==> config.mk <==
export PLATFORM = sky130hd
export DESIGN_NAME = raw10_bayer_black_level_core
export DESIGN_NICKNAME = d
export VERILOG_FILES = /design/src/hw/rtl/raw10bl_pkg.sv /design/src/hw/rtl/raw10bl_position.sv /design/src/hw/rtl/raw10bl_pixel.sv /design/src/hw/rtl/raw10_bayer_black_level_core.sv
export SDC_FILE = /design/constraint.sdc
export NUM_CORES = 1
export LEC_CHECK = 0
export ABC_AREA = 1
export BUFFER_PORTS_ARGS = -buffer_cell sky130_fd_sc_hd__buf_2
export CELL_PAD_IN_SITES_DETAIL_PLACEMENT = 1
export CELL_PAD_IN_SITES_GLOBAL_PLACEMENT = 1
export CORE_MARGIN = 2
export CORE_UTILIZATION = 49
export CTS_BUF_LIST = sky130_fd_sc_hd__clkbuf_2 sky130_fd_sc_hd__clkbuf_4 sky130_fd_sc_hd__clkbuf_8
export DETAILED_ROUTE_END_ITERATION = 7
export PLACE_DENSITY = 0.87
export SYNTH_ARGS = -nofsm -noshare
export SYNTH_HDL_FRONTEND = slang
export SYNTH_SLANG_ARGS = --single-unit
==> constraint.sdc <==
create_clock -name aclk -period 12 [get_ports aclk]
set_input_delay 1.8 -clock aclk [delete_from_list [all_inputs] [get_ports aclk]]
set_output_delay 1.8 -clock aclk [all_outputs]
set_load 0.01 [all_outputs]
==> src/hw/rtl/raw10bl_pkg.sv <==
`timescale 1ns / 1ps

package raw10bl_pkg;

    // Sizes of the line-width register, one pixel, one packed group and the widest line
    localparam int unsigned LineWidthW     = 14;
    localparam int unsigned PixW           = 10;
    localparam int unsigned GroupW         = 40;
    localparam int unsigned MaxLineWidth   = 8192;

    localparam logic [LineWidthW-1:0] LineWidthReset = 14'd3280;
    localparam logic [PixW-1:0]       PixMax         = 10'd1023;

    // Pass selected by req_type
    localparam logic ReqMeasure = 1'b0;
    localparam logic ReqCorrect = 1'b1;

    typedef struct packed {
        logic              req_type;
        logic [GroupW-1:0] packed_group;
        logic              frame_start;
    } raw10bl_in_t;

    typedef struct packed {
        logic [PixW-1:0] pixel_0;
        logic [PixW-1:0] pixel_1;
        logic [PixW-1:0] pixel_2;
        logic [PixW-1:0] pixel_3;
    } raw10bl_out_t;

    // Control for the item that moves from the input to the result register
    typedef struct packed {
        logic advance;
        logic frame_start;
        logic measure;
    } raw10bl_step_t;

endpackage

==> src/hw/rtl/raw10bl_position.sv <==
`timescale 1ns / 1ps

module raw10bl_position
    import raw10bl_pkg::*;
#(
    parameter int unsigned MAX_LINE_WIDTH = MaxLineWidth
) (
    input  logic                  aclk,
    input  logic                  aresetn,
    input  logic [LineWidthW-1:0] line_width,
    input  raw10bl_step_t         step,
    output logic                  row_odd
);

    localparam int unsigned CapRaw = (MAX_LINE_WIDTH / 4) * 4;
    localparam int unsigned Cap    = (CapRaw < 4) ? 4 : CapRaw;
    localparam int unsigned ColW   = $clog2(Cap + 1);
    localparam int unsigned EW     = (ColW > LineWidthW) ? ColW : LineWidthW;
    localparam int unsigned SW     = EW + 1;

    logic [ColW-1:0] column_reg;
    logic [ColW-1:0] column_next;
    logic            row_odd_reg;
    logic            row_odd_next;
    logic [EW-1:0]   lw_masked;
    logic [EW-1:0]   eff_width;
    logic [ColW-1:0] col_base;
    logic [SW-1:0]   col_sum;
    logic            row_base;
    logic            wrap;

    // Clamp the configured width to a multiple of four within range
    always_comb begin
        lw_masked = EW'({line_width[LineWidthW-1:2], 2'b00});
        if (lw_masked > EW'(Cap)) begin
            eff_width = EW'(Cap);
        end else if (lw_masked < EW'(4)) begin
            eff_width = EW'(4);
        end else begin
            eff_width = lw_masked;
        end
    end

    // Advance by one group (from column 0, even row on a frame start), wrap at the line end and toggle the row parity
    always_comb begin
        col_base     = step.frame_start ? '0 : column_reg;
        row_base     = step.frame_start ? 1'b0 : row_odd_reg;
        col_sum      = SW'(col_base) + SW'(4);
        wrap         = (col_sum >= SW'(eff_width));
        column_next  = wrap ? '0 : col_sum[ColW-1:0];
        row_odd_next = row_base ^ wrap;
    end

    assign row_odd = row_base;

    always_ff @(posedge aclk) begin
        if (!aresetn) begin
            column_reg  <= '0;
            row_odd_reg <= 1'b0;
        end else if (step.advance) begin
            column_reg  <= column_next;
            row_odd_reg <= row_odd_next;
        end
    end

    a_col_aligned: assert property (@(posedge aclk) disable iff (!aresetn)
        column_reg[1:0] == 2'b00)
        else $error("column not group aligned");

    a_fs_restart: assert property (@(posedge aclk) disable iff (!aresetn)
        step.advance && step.frame_start |=> (column_reg == ColW'(4)) || (column_reg == '0))
        else $error("frame start did not restart the column");

    a_row_hold: assert property (@(posedge aclk) disable iff (!aresetn)
        step.advance && !step.frame_start && !wrap |=> row_odd_reg == $past(row_odd_reg))
        else $error("row parity changed inside a line");

endmodule

==> src/hw/rtl/raw10bl_pixel.sv <==
`timescale 1ns / 1ps

module raw10bl_pixel
    import raw10bl_pkg::*;
(
    input  logic              aclk,
    input  logic              aresetn,
    input  raw10bl_step_t     step,
    input  logic              row_odd,
    input  logic [GroupW-1:0] group,
    output raw10bl_out_t      result
);

    logic [PixW-1:0] min_blue_reg;
    logic [PixW-1:0] min_green_reg;
    logic [PixW-1:0] min_red_reg;
    logic [PixW-1:0] min_blue_next;
    logic [PixW-1:0] min_green_next;
    logic [PixW-1:0] min_red_next;
    logic [PixW-1:0] base_blue;
    logic [PixW-1:0] base_green;
    logic [PixW-1:0] base_red;
    logic [PixW-1:0] min_even;
    logic [PixW-1:0] min_odd;
    logic [PixW-1:0] pix [4];
    logic [PixW-1:0] res [4];

    function automatic logic [PixW-1:0] min3(input logic [PixW-1:0] a,
                                             input logic [PixW-1:0] b,
                                             input logic [PixW-1:0] c);
        logic [PixW-1:0] m;
        m = (b < a) ? b : a;
        return (c < m) ? c : m;
    endfunction

    function automatic logic [PixW-1:0] sat_sub(input logic [PixW-1:0] a,
                                                input logic [PixW-1:0] m);
        return (a > m) ? (a - m) : '0;
    endfunction

    // Unpack: high eight bits from bytes 0..3, low two bits from byte 4
    always_comb begin
        for (int k = 0; k < 4; k++) begin
            pix[k] = {group[8*k +: 8], group[32 + 2*k +: 2]};
        end
    end

    // Minima seen by this group; a measure frame start restarts them
    always_comb begin
        if (step.frame_start && step.measure) begin
            base_blue  = PixMax;
            base_green = PixMax;
            base_red   = PixMax;
        end else begin
            base_blue  = min_blue_reg;
            base_green = min_green_reg;
            base_red   = min_red_reg;
        end
    end

    // Fold the group into the minima: BGGR, even rows B G, odd rows G R
    always_comb begin
        min_blue_next  = base_blue;
        min_green_next = base_green;
        min_red_next   = base_red;
        if (!row_odd) begin
            min_blue_next  = min3(base_blue, pix[0], pix[2]);
            min_green_next = min3(base_green, pix[1], pix[3]);
        end else begin
            min_green_next = min3(base_green, pix[0], pix[2]);
            min_red_next   = min3(base_red, pix[1], pix[3]);
        end
    end

    // Subtract the colour minimum in the correct pass, pass raw otherwise
    always_comb begin
        min_even = row_odd ? base_green : base_blue;
        min_odd  = row_odd ? base_red : base_green;
        for (int k = 0; k < 4; k++) begin
            if (step.measure) begin
                res[k] = pix[k];
            end else begin
                res[k] = sat_sub(pix[k], (k % 2 == 0) ? min_even : min_odd);
            end
        end
        result.pixel_0 = res[0];
        result.pixel_1 = res[1];
        result.pixel_2 = res[2];
        result.pixel_3 = res[3];
    end

    always_ff @(posedge aclk) begin
        if (!aresetn) begin
            min_blue_reg  <= PixMax;
            min_green_reg <= PixMax;
            min_red_reg   <= PixMax;
        end else if (step.advance && step.measure) begin
            min_blue_reg  <= min_blue_next;
            min_green_reg <= min_green_next;
            min_red_reg   <= min_red_next;
        end
    end

    a_min_nonincr: assert property (@(posedge aclk) disable iff (!aresetn)
        step.advance && !step.frame_start |=>
            (min_blue_reg <= $past(min_blue_reg)) && (min_green_reg <= $past(min_green_reg))
            && (min_red_reg <= $past(min_red_reg)))
        else $error("minimum grew without a frame start");

    a_correct_keeps: assert property (@(posedge aclk) disable iff (!aresetn)
        step.advance && !step.measure |=>
            $stable(min_blue_reg) && $stable(min_green_reg) && $stable(min_red_reg))
        else $error("correct pass changed a minimum");

    a_measure_raw: assert property (@(posedge aclk) disable iff (!aresetn)
        step.measure |-> (result.pixel_0 == pix[0]) && (result.pixel_3 == pix[3]))
        else $error("measure pass altered a pixel");

endmodule

==> src/hw/rtl/raw10_bayer_black_level_core.sv <==
`timescale 1ns / 1ps
// A beat accepted into the input register moves on to the result register and m_data
// (the unpack and min/subtract sit between the two registers).
// Throughput: one beat per cycle, set by the single pass through that logic;
// s_ready drops only when both registers hold beats and m_ready is low.
// Reset (aresetn, synchronous, active low): empty pipeline, line_width 3280,
// minima 1023, column 0, even row.

module raw10_bayer_black_level_core
    import raw10bl_pkg::*;
#(
    parameter int unsigned MAX_LINE_WIDTH = MaxLineWidth
) (
    input  logic                  aclk,
    input  logic                  aresetn,
    input  logic                  s_valid,
    output logic                  s_ready,
    input  raw10bl_in_t           s_data,
    output logic                  m_valid,
    input  logic                  m_ready,
    output raw10bl_out_t          m_data,
    input  logic                  cfg_valid,
    output logic                  cfg_ready,
    input  logic [LineWidthW-1:0] cfg_data
);

    logic [LineWidthW-1:0] line_width_reg;
    logic                  in_valid_reg;
    raw10bl_in_t           in_data_reg;
    logic                  out_valid_reg;
    raw10bl_out_t          out_data_reg;
    raw10bl_out_t          result;
    raw10bl_step_t         step;
    logic                  row_odd;
    logic                  advance;

    // Move the held beat on when the result register is free or draining
    assign advance   = in_valid_reg && (!out_valid_reg || m_ready);
    assign s_ready   = !in_valid_reg || advance;
    assign cfg_ready = 1'b1;
    assign m_valid   = out_valid_reg;
    assign m_data    = out_data_reg;

    always_comb begin
        step.advance     = advance;
        step.frame_start = in_data_reg.frame_start;
        step.measure     = (in_data_reg.req_type == ReqMeasure);
    end

    // Configuration register
    always_ff @(posedge aclk) begin
        if (!aresetn) begin
            line_width_reg <= LineWidthReset;
        end else if (cfg_valid && cfg_ready) begin
            line_width_reg <= cfg_data;
        end
    end

    // Input register
    always_ff @(posedge aclk) begin
        if (!aresetn) begin
            in_valid_reg <= 1'b0;
        end else if (s_ready) begin
            in_valid_reg <= s_valid;
        end
    end

    always_ff @(posedge aclk) begin
        if (s_valid && s_ready) begin
            in_data_reg <= s_data;
        end
    end

    // Result register
    always_ff @(posedge aclk) begin
        if (!aresetn) begin
            out_valid_reg <= 1'b0;
        end else if (advance) begin
            out_valid_reg <= 1'b1;
        end else if (m_ready) begin
            out_valid_reg <= 1'b0;
        end
    end

    always_ff @(posedge aclk) begin
        if (advance) begin
            out_data_reg <= result;
        end
    end

    raw10bl_position #(
        .MAX_LINE_WIDTH(MAX_LINE_WIDTH)
    ) u_position (
        .aclk      (aclk),
        .aresetn   (aresetn),
        .line_width(line_width_reg),
        .step      (step),
        .row_odd   (row_odd)
    );

    raw10bl_pixel u_pixel (
        .aclk   (aclk),
        .aresetn(aresetn),
        .step   (step),
        .row_odd(row_odd),
        .group  (in_data_reg.packed_group),
        .result (result)
    );

    a_stall_full: assert property (@(posedge aclk) disable iff (!aresetn)
        !s_ready |-> in_valid_reg && out_valid_reg && !m_ready)
        else $error("input stalled with room in the pipeline");

    a_advance_fills: assert property (@(posedge aclk) disable iff (!aresetn)
        advance |=> out_valid_reg)
        else $error("advanced beat missing from result register");

    a_hold_input: assert property (@(posedge aclk) disable iff (!aresetn)
        in_valid_reg && !advance |=> in_valid_reg && $stable(in_data_reg))
        else $error("held beat lost or changed");

endmodule

# Yosys cells after proc, flatten, opt, wreduce, memory -nomap -nowiden

Cells that the tools add are included.

Output and inout bits: 43
Bits of input ports: 61
Flip-flop bits (word level): 143

Bitwise operators: 2
$add $sub $neg: 5
Muxes and demuxes: 31
$lt $le $gt $ge: 15
Reduce and logical (&&, ||, !) cells: 9

Operators by type and width:

| cell                                                                          | number |
|---|---|
| 10-bit two-way mux                                                            | 24 |
| 10-bit less-than comparator                                                   | 8 |
| 14-bit two-way mux                                                            | 4 |
| 10-bit greater-than comparator                                                | 4 |
| 10-bit subtractor                                                             | 4 |
| 14-bit by 3-bit adder with 15-bit output, second input constant               | 1 |
| 15-bit by 14-bit greater-or-equal comparator with 1-bit output                | 1 |
| 14-bit greater-than comparator, second input constant                         | 1 |
| 14-bit by 3-bit less-than comparator with 1-bit output, second input constant | 1 |
| 1-bit logical AND                                                             | 4 |
| 1-bit two-way mux                                                             | 3 |
| 1-bit logical NOT                                                             | 2 |
| 1-bit logical OR                                                              | 2 |
| 2-bit nonzero test                                                            | 1 |
| 1-bit inverter                                                                | 1 |
| 1-bit XOR                                                                     | 1 |

# Logic depth before layout (Yosys ltp)

Gate-level depths: netlist of run 1.

Depth after elaboration: 8
Mapped depth: 27
Depth with buffers taken out: 25

# Modules after synthesis

Synthesis of run 1 repeated with hierarchy kept, for this count alone.

Cell total of the unflattened synthesis: 1528
Area total of the unflattened synthesis: 11108.2 µm²

By module, submodules not included:

| module                       | seq. area each (µm²) | cells an instance | instances | area each (µm²) |
|---|---|---|---|---|
| raw10bl_pixel                | 600.6                | 1122              | 1         | 6542.5 |
| raw10_bayer_black_level_core | 2782.7               | 158               | 1         | 3052.9 |
| raw10bl_position             | 300.3                | 248               | 1         | 1512.7 |

# Least setup slack after synthesis of run 1

Ideal clock, no wire load.

Kind: register to register
From: register in_data_reg[41] (netlist name)
To: register u_pixel.min_green_reg[0]
Stages on the path, launching flop included: 26
Arrival: 3.911 ns
Path slack: 8.030 ns
Buffers on the path: 3
Period minus slack after synthesis: 3.970 ns
Library setup time: 0.059 ns
Cells stage by stage: edfxtp_1 -> nor2_4 -> clkbuf_1 -> nor2_1 -> ha_1 -> nand2_1 -> nor2_1 -> nand2_1 -> nor2_1 -> nand3_1 -> nand2_1 -> inv_2 -> nand2_2 -> buf_2 -> nand2_1 -> o21ai_0 -> inv_1 -> ha_1 -> a21oi_1 -> nor2_1 -> a2111oi_0 -> clkbuf_1 -> nand3_1 -> nand3_1 -> nand3_1 -> nand2_1

Longest elaborated chain between the ends: 8

RTL lines:

| what                        | RTL line                           | RTL |
|---|---|---|
| start: declaration          | raw10_bayer_black_level_core.sv:29 | `raw10bl_in_t in_data_reg;` |
| start signal: assignment    | raw10_bayer_black_level_core.sv:70 | `in_data_reg <= s_data;` |
| 1-bit inverter (*)          | raw10_bayer_black_level_core.sv:47 | `step.measure = (in_data_reg.req_type == ReqMeasure);` |
| 1-bit logical AND           | raw10bl_pixel.sv:50                | `if (step.frame_start && step.measure) begin` |
| 10-bit two-way mux          | raw10bl_pixel.sv:50                |  |
| 10-bit less-than comparator | raw10bl_pixel.sv:32                | `m = (b < a) ? b : a;` |
| 10-bit two-way mux          | raw10bl_pixel.sv:32                |  |
| 10-bit less-than comparator | raw10bl_pixel.sv:33                | `return (c < m) ? c : m;` |
| 10-bit two-way mux          | raw10bl_pixel.sv:33                |  |
| 10-bit two-way mux          | raw10bl_pixel.sv:66                | `if (!row_odd) begin` |
| end signal: assignment      | raw10bl_pixel.sv:95                | `min_green_reg <= PixMax;` |
| end signal: assignment      | raw10bl_pixel.sv:99                | `min_green_reg <= min_green_next;` |
| end: declaration            | raw10bl_pixel.sv:15                | `logic [PixW-1:0] min_green_reg;` |

Every way passes the cells marked *; elsewhere a longest branch is shown, timed or not.
A chain may end at the register's enable or synchronous reset.

# Worst setup path after layout of run 1

From: register in_data_reg[0] (netlist name)
To: register u_pixel.min_green_reg[8]

Longest elaborated chain between the ends: 7

RTL lines:

| what                        | RTL line |
|---|---|
| 1-bit logical AND           | raw10bl_pixel.sv:50 |
| 10-bit two-way mux          | raw10bl_pixel.sv:50 |
| 10-bit less-than comparator | raw10bl_pixel.sv:32 |
| 10-bit two-way mux          | raw10bl_pixel.sv:32 |
| 10-bit less-than comparator | raw10bl_pixel.sv:33 |
| 10-bit two-way mux          | raw10bl_pixel.sv:33 |
| 10-bit two-way mux (*)      | raw10bl_pixel.sv:66 |

Marked as above.

==> impl_metrics.prom, run 1 <==
# TYPE chip_impl_metric gauge
chip_impl_metric{name="ios",unit=""} 104
chip_impl_metric{name="start_util",unit="%"} 49.9
chip_impl_metric{name="postCtsResizedCells",unit=""} 0
chip_impl_info{name="critPathCaptureType",value="flip-flop"} 1
chip_impl_metric{name="row_count",unit=""} 53
chip_impl_metric{name="finalHoldViolCount",unit=""} 0
chip_impl_metric{name="worst_path_setup_slack_after_routing",unit="ns"} 6.13
chip_impl_info{name="synth_top_flop_cell",value="edfxtp_1"} 1
chip_impl_metric{name="cell_count_after_synthesis",unit=""} 1428
chip_impl_metric{name="first_global_vias",unit=""} 10812
chip_impl_metric{name="avgRoutedWirePerCell",unit="µm"} 20.0
chip_impl_metric{name="drtIter0Drc",unit=""} 685
chip_impl_metric{name="synthArstFlopShare",unit="%"} 0
chip_impl_metric{name="worst-path-max-fanout",unit=""} 21
chip_impl_metric{name="numCtsBuffers",unit=""} 17
chip_impl_metric{name="cts_setup_buffers",unit=""} 0
chip_impl_metric{name="final_net_count",unit=""} 1688
chip_impl_metric{name="transition_time_of_the_tightest_slew_check_pin",unit="ns"} 1.09
chip_impl_metric{name="p_leak",unit="nW"} 5.38
chip_impl_metric{name="yosys_warnings",unit=""} 0
chip_impl_metric{name="report.final.setup_viol",unit=""} 0
chip_impl_metric{name="core",unit="µm²"} 21000
chip_impl_info{name="worst_setup_path_start_kind",value="flip-flop"} 1
chip_impl_metric{name="fill_cells",unit=""} 2775
chip_impl_metric{name="slew_headroom",unit="%"} 27.0
chip_impl_metric{name="skew",unit="ns"} 0.0169
chip_impl_metric{name="r2r_setup_slack",unit="ns"} 6.13
chip_impl_metric{name="wirelength",unit="µm"} 35800
chip_impl_metric{name="htree_depth",unit=""} 4
chip_impl_metric{name="die_h",unit="µm"} 150
chip_impl_info{name="mostFrequentLayoutCell",value="nand2_1"} 1
chip_impl_info{name="synth.top_cells.by_area",value="edfxtp_1 (23%), nand2_1 (14%), ha_1 (14%), dfxtp_1 (11%), nand3_1 (6.2%)"} 1
chip_impl_info{name="hold_path_end",value="u_position.column_reg[0]"} 1
chip_impl_info{name="most_frequent_cells_in_the_layout",value="nand2_1 (390), inv_1 (137), nor2_1 (130), nand3_1 (129), ha_1 (117)"} 1
chip_impl_metric{name="fin_crit_sh",unit="%"} 48.9
chip_impl_metric{name="via_count",unit=""} 10603
chip_impl_metric{name="synth_enable_flop_cells",unit=""} 82
chip_impl_metric{name="grt_util_all_layers",unit="%"} 32.1
chip_impl_metric{name="clock_latency",unit="ns"} 0.47
chip_impl_metric{name="cpPeakStageDelay",unit="ns"} 0.91
chip_impl_metric{name="worst_ep_required_time",unit="ns"} 12.36
chip_impl_metric{name="grt_overflow",unit=""} 0
chip_impl_metric{name="timing.critical_path.arrival",unit="ns"} 6.23
chip_impl_metric{name="detailed_place_hpwl",unit="µm"} 26000
chip_impl_metric{name="whs_path_depth",unit=""} 2
chip_impl_info{name="clock_tree.root_cell",value="clkbuf_8"} 1
chip_impl_metric{name="die_x",unit="µm"} 150
chip_impl_metric{name="report.final.slew_viol_count",unit=""} 0
chip_impl_info{name="run_status",value="completed"} 1
chip_impl_metric{name="finalWeightedCongestion",unit=""} 0.925
chip_impl_metric{name="number_of_buffers_on_the_longest_clock_path",unit=""} 2
chip_impl_info{name="critical_path_s_slowest_cell",value="a2111oi_2"} 1
chip_impl_metric{name="post-synth-top-area-fraction",unit="%"} 23.5
chip_impl_metric{name="flip_flop_and_latch_count_after_synthesis",unit=""} 141
chip_impl_metric{name="sequential_cell_area",unit="µm²"} 3640
chip_impl_metric{name="drc_errors",unit=""} 0
chip_impl_info{name="worstReg2RegEnd",value="u_pixel.min_green_reg[8]"} 1
chip_impl_metric{name="dpl_worst_slack",unit="ns"} 6.32
chip_impl_metric{name="syn2layout_area_growth",unit="%"} 10.6
chip_impl_metric{name="number_of_antenna_violations_at_the_first_check_in_global_routing",unit=""} 0
chip_impl_metric{name="ir_worst_vdd",unit="V"} 0.0000700
chip_impl_metric{name="drive_above_1_share",unit="%"} 10.9
chip_impl_metric{name="die_area",unit="µm²"} 22600
chip_impl_metric{name="netlist_area",unit="µm²"} 10500
chip_impl_metric{name="worst_r2r_path_depth",unit=""} 26
chip_impl_info{name="netlist.top_cell.by_area",value="edfxtp_1"} 1
chip_impl_metric{name="largest_register_ff_count",unit=""} 42
chip_impl_info{name="cts_tree",value="done"} 1
chip_impl_metric{name="syn_avg_cell_area",unit="µm²"} 7.34
chip_impl_metric{name="totalNegativeSetupSlack",unit="ns"} 0
chip_impl_metric{name="cts_hold_buf",unit=""} 0
chip_impl_metric{name="grt_max_degree",unit=""} 78
chip_impl_metric{name="clkSlewWorstSetupHoldPaths",unit="ns"} 0.09
chip_impl_metric{name="via_cell_ratio",unit=""} 5.91
chip_impl_metric{name="period_minus_ws_final",unit="ns"} 5.87
chip_impl_metric{name="cts.sink_count",unit=""} 141
chip_impl_metric{name="multi_input_logic_area",unit="µm²"} 6090
chip_impl_info{name="min-delay-start",value="u_position.column_reg[0]"} 1
chip_impl_info{name="worstReg2RegStart",value="in_data_reg[0]"} 1
chip_impl_metric{name="postSynthNetCount",unit=""} 1610
chip_impl_info{name="worst_path_most_repeated_cell",value="nand2_1"} 1
chip_impl_metric{name="wire_length_of_the_first_global_routing_pass",unit="µm"} 55800
chip_impl_metric{name="fmaxAchievable",unit="MHz"} 170
chip_impl_metric{name="synth.distinct_cells",unit=""} 46
chip_impl_info{name="rsz_0062_raised_after_global_routing",value="no"} 1
chip_impl_metric{name="cap_violations",unit=""} 0
chip_impl_metric{name="power_density_normalized_to_cell_area",unit="nW/µm²"} 111
chip_impl_metric{name="final_antenna_net_count",unit=""} 0
chip_impl_metric{name="drt_first_pass_iters",unit=""} 7
chip_impl_metric{name="antenna_cells",unit=""} 0
chip_impl_metric{name="seq_area_frac_synth",unit="%"} 34.8
chip_impl_info{name="critPathKind",value="reg -> reg"} 1
chip_impl_metric{name="io_buffers",unit=""} 100
chip_impl_info{name="min_path_type",value="reg -> reg"} 1
routing by layer:
| metal | global-route usage (%) | part of all wire, % |
|---|---|---|
| met1 | 39.8 | 41 |
| met4 | 16.9 | 4.5 |
| met3 | 4.55 | 6.2 |
| met5 | 0 | 0 |
| met2 | 54.2 | 48 |
cell usage after synthesis (10+ instances only):
master and number:
dfxtp_1 59, nand4_1 11, edfxtp_1 82, clkbuf_1 31
a21oi_1 93, nand2_1 391, nand3_1 129, nor2_1 130
xor2_1 17, xnor2_1 12, inv_1 139, o21ai_0 104
ha_1 117, o21bai_1 10, o22ai_1 19
worst max-delay path by stage:
stage	endpoint	start	slack, ns
finish	u_pixel.min_green_reg[8]	in_data_reg[0]	6.13
global route	u_pixel.min_green_reg[8]	in_data_reg[0]	5.72
CTS	u_pixel.min_green_reg[2]	in_data_reg[0]	6.24
detailed placement	u_pixel.min_green_reg[8]	in_data_reg[0]	6.32
global placement	u_pixel.min_green_reg[8]	in_data_reg[0]	6.50
floorplan	u_pixel.min_green_reg[0]	in_data_reg[41]	8.03
critical path: cells and delay by family, from the launching register on:
kind            cells  cell delay [ns]
compound gates      3             1.20
fa+ha+maj           2             0.59
buf+inv             5             0.90
flops               1             0.70
simple gates       16             2.34
metrics by stage:
step / power, W / utilization (%) / instances / hold slack (ns) / cell area [µm²]
after floorplan: 0.000766 / - / 1428 / 0.421 / 10500
after global placement: 0.000846 / 53.2 / 1762 / 0.441 / 11200
after detailed placement: 0.000864 / 53.2 / 1762 / 0.457 / 11200
after CTS: 0.00129 / 55.1 / 1794 / 0.469 / 11600
after global routing: 0.00134 / 55.1 / 1794 / 0.503 / 11600
final: 0.00129 / 55.1 / 1794 / 0.466 / 11600
cell families (layout without fill, tap and decap cells):
kind of cell | count (synthesis) | after routing | synth area share (%)
AND/OR/NAND/NOR | 689 | 689 | 27.3
AO/OA/AOI/OAI | 255 | 255 | 13.6
buffers and inverters | 192 | 283 | 7.21
flip-flops | 141 | 141 | 34.8
adder cells (fa/ha/maj) | 121 | 121 | 14.7
XOR/XNOR | 29 | 29 | 2.42
other | 1 | 1 | 0.0358
power by group:
| part | total (W) | internal, W | leakage [nW] | switching (W) |
|---|---|---|---|---|
| logic | 0.000289 | 0.000101 | 3.90 | 0.000188 |
| clock network | 0.000426 | 0.000212 | 0.205 | 0.000215 |
| registers | 0.000573 | 0.000540 | 1.28 | 0.0000328 |
final cells by class:
cell class                 instances  share of cell area (%)
multi-input combinational       1095                    52.6
tap                              275                    2.97
sequential                       141                    31.4
inverter                         144                    4.66
clock buffer                      19                    2.15
timing repair buffer             107                    4.77
clock inverter                    13                    1.44
Note: power is estimated with default switching activity, not from simulation.
==> run 2, diff against run 1 <==
--- a/config.mk
+++ b/config.mk
@@ -10,10 +10,10 @@
 export CELL_PAD_IN_SITES_DETAIL_PLACEMENT = 1
 export CELL_PAD_IN_SITES_GLOBAL_PLACEMENT = 1
 export CORE_MARGIN = 2
-export CORE_UTILIZATION = 49
+export CORE_UTILIZATION = 41
 export CTS_BUF_LIST = sky130_fd_sc_hd__clkbuf_2 sky130_fd_sc_hd__clkbuf_4 sky130_fd_sc_hd__clkbuf_8
 export DETAILED_ROUTE_END_ITERATION = 7
-export PLACE_DENSITY = 0.87
+export PLACE_DENSITY = 0.77
 export SYNTH_ARGS = -nofsm -noshare
 export SYNTH_HDL_FRONTEND = slang
 export SYNTH_SLANG_ARGS = --single-unit
==> constraint.sdc (replaced) <==
create_clock -name aclk -period 5.3 [get_ports aclk]
set_input_delay 0.795 -clock aclk [delete_from_list [all_inputs] [get_ports aclk]]
set_output_delay 0.795 -clock aclk [all_outputs]
set_load 0.01 [all_outputs]
==> impl_metrics.prom, run 2 (synthesis results as in run 1) <==
# TYPE chip_impl_metric gauge
chip_impl_metric{name="power_density_normalized_to_cell_area",unit="nW/µm²"} 248
chip_impl_metric{name="cts_setup_buffers",unit=""} 0
chip_impl_info{name="critPathCaptureType",value="flip-flop"} 1
chip_impl_metric{name="die_area",unit="µm²"} 26900
chip_impl_info{name="critPathKind",value="reg -> reg"} 1
chip_impl_metric{name="final_antenna_net_count",unit=""} 0
chip_impl_metric{name="via_count",unit=""} 10292
chip_impl_info{name="clock_tree.root_cell",value="clkbuf_8"} 1
chip_impl_info{name="worst_setup_path_start_kind",value="flip-flop"} 1
chip_impl_metric{name="skew",unit="ns"} 0.0213
chip_impl_metric{name="wirelength",unit="µm"} 35300
chip_impl_metric{name="grt_max_degree",unit=""} 46
chip_impl_metric{name="drtIter0Drc",unit=""} 618
chip_impl_metric{name="postCtsResizedCells",unit=""} 0
chip_impl_info{name="run_status",value="completed"} 1
chip_impl_metric{name="fmaxAchievable",unit="MHz"} 221
chip_impl_metric{name="final_net_count",unit=""} 1701
chip_impl_metric{name="via_cell_ratio",unit=""} 5.53
chip_impl_metric{name="number_of_buffers_on_the_longest_clock_path",unit=""} 2
chip_impl_metric{name="period_minus_ws_final",unit="ns"} 4.53
chip_impl_metric{name="clock_latency",unit="ns"} 0.48
chip_impl_metric{name="first_global_vias",unit=""} 10564
chip_impl_metric{name="holdWs",unit="ns"} 0.467
chip_impl_metric{name="largest_register_ff_count",unit=""} 42
chip_impl_metric{name="antenna_cells",unit=""} 0
chip_impl_metric{name="drt_first_pass_iters",unit=""} 5
chip_impl_metric{name="htree_depth",unit=""} 4
chip_impl_metric{name="report.final.setup_viol",unit=""} 0
chip_impl_metric{name="core",unit="µm²"} 25100
chip_impl_metric{name="ir_worst_vdd",unit="V"} 0.000136
chip_impl_metric{name="fin_crit_sh",unit="%"} 85.6
chip_impl_metric{name="ios",unit=""} 104
chip_impl_metric{name="drc_errors",unit=""} 0
chip_impl_metric{name="die_h",unit="µm"} 164
chip_impl_info{name="rsz_0062_raised_after_global_routing",value="no"} 1
chip_impl_metric{name="row_count",unit=""} 58
chip_impl_metric{name="cts_hold_buf",unit=""} 0
chip_impl_metric{name="clkSlewWorstSetupHoldPaths",unit="ns"} 0.08
chip_impl_metric{name="number_of_antenna_violations_at_the_first_check_in_global_routing",unit=""} 0
chip_impl_metric{name="transition_time_of_the_tightest_slew_check_pin",unit="ns"} 1.06
chip_impl_metric{name="wire_length_of_the_first_global_routing_pass",unit="µm"} 56000
chip_impl_metric{name="drive_above_1_share",unit="%"} 11.7
chip_impl_metric{name="finish.cell_count_without_fillers",unit=""} 1862
chip_impl_metric{name="cap_violations",unit=""} 0
chip_impl_metric{name="worst_path_setup_slack_after_routing",unit="ns"} 0.766
chip_impl_info{name="mostFrequentLayoutCell",value="nand2_1"} 1
chip_impl_metric{name="dpl_worst_slack",unit="ns"} 0.839
chip_impl_metric{name="numCtsBuffers",unit=""} 17
chip_impl_info{name="most_frequent_cells_in_the_layout",value="nand2_1 (390), inv_1 (137), nor2_1 (130), nand3_1 (129), ha_1 (117)"} 1
chip_impl_metric{name="worst_ep_required_time",unit="ns"} 5.71
chip_impl_metric{name="avgRoutedWirePerCell",unit="µm"} 19.0
chip_impl_metric{name="totalNegativeSetupSlack",unit="ns"} 0
chip_impl_metric{name="place.detailed.instances",unit=""} 1830
chip_impl_metric{name="worst-path-max-fanout",unit=""} 19
chip_impl_info{name="cts_tree",value="done"} 1
chip_impl_metric{name="cts.sink_count",unit=""} 141
chip_impl_metric{name="timing.critical_path.arrival",unit="ns"} 4.94
chip_impl_metric{name="grt_util_all_layers",unit="%"} 27.1
chip_impl_metric{name="syn2layout_area_growth",unit="%"} 12.1
chip_impl_metric{name="grt_overflow",unit=""} 0
chip_impl_metric{name="start_util",unit="%"} 41.8
chip_impl_metric{name="p_leak",unit="nW"} 5.46
chip_impl_metric{name="detailed_place_hpwl",unit="µm"} 26000
chip_impl_metric{name="finalHoldViolCount",unit=""} 0
chip_impl_metric{name="die_x",unit="µm"} 164
chip_impl_metric{name="slew_headroom",unit="%"} 29.4
chip_impl_info{name="min_path_type",value="reg -> reg"} 1
chip_impl_metric{name="report.final.slew_viol_count",unit=""} 0
chip_impl_metric{name="finalWeightedCongestion",unit=""} 0.889
chip_impl_metric{name="io_buffers",unit=""} 100
## run 2: through the flow
stage / cell area (µm²) / total power (W) / util [%]
3_3_place_gp: 11300 / 0.00193 / 45.2
5_1_grt: 11800 / 0.00307 / 46.8
6_report: 11800 / 0.00292 / 46.8
3_5_place_dp: 11300 / 0.00196 / 45.2
4_1_cts: 11800 / 0.00293 / 46.8
2_1_floorplan: 10500 / 0.00174 / -
## run 2: layer usage
metal	share of wire (%)	GRT usage (%)	wire length, µm
met5	0	0	0
met4	3.1	10.5	1110
met3	4.6	3.31	1640
met2	47	46.3	16700
met1	45	35.0	15800
## run 2: final cells by class
cell class	count	area (µm²)
clock buffers	19	249
flip-flops and latches	141	3640
multi-input cells	1095	6090
well taps	330	413
fillers	3291	13400
clock inverters	13	160
repair buffers	120	651
inverters	144	541
## run 2: worst max-delay path: stages (launching register included)
cell and delay [ns]:
edfxtp_1 0.57, nor2_4 0.37, buf_4 0.29, nor2_1 0.09
ha_1 0.30, nand2_1 0.09, nor2_1 0.23, nand2_1 0.09
inv_1 0.05, nand2_1 0.04, nor2_1 0.11, nor2_2 0.07
nand2_4 0.19, nor2_1 0.06, a21oi_1 0.18, ha_1 0.28
a21oi_1 0.15, nor2_1 0.06, a211oi_1 0.19, o221a_2 0.40
nand2_2 0.23, nand2_1 0.13, nand3_1 0.08, nand2_1 0.08
nand2_1 0.06, nand2_1 0.07
## run 2: power by group
group          switching (W)  internal (W)
sequential         0.0000735       0.00122
clock               0.000490      0.000480
combinational       0.000418      0.000234
total               0.000981       0.00194
## run 2: path summary, 6_finish.rpt
check / cells after the start / startpoint / slack (ns) / endpoint
hold reg to reg: 2 / u_position.column_reg[0] / 0.47 / u_position.column_reg[0]
setup reg to reg: 25 / in_data_reg[41] / 0.77 / u_pixel.min_red_reg[7]
hold / removal: 2 / u_position.column_reg[0] / 0.47 / u_position.column_reg[0]
setup / recovery: 25 / in_data_reg[41] / 0.77 / u_pixel.min_red_reg[7]
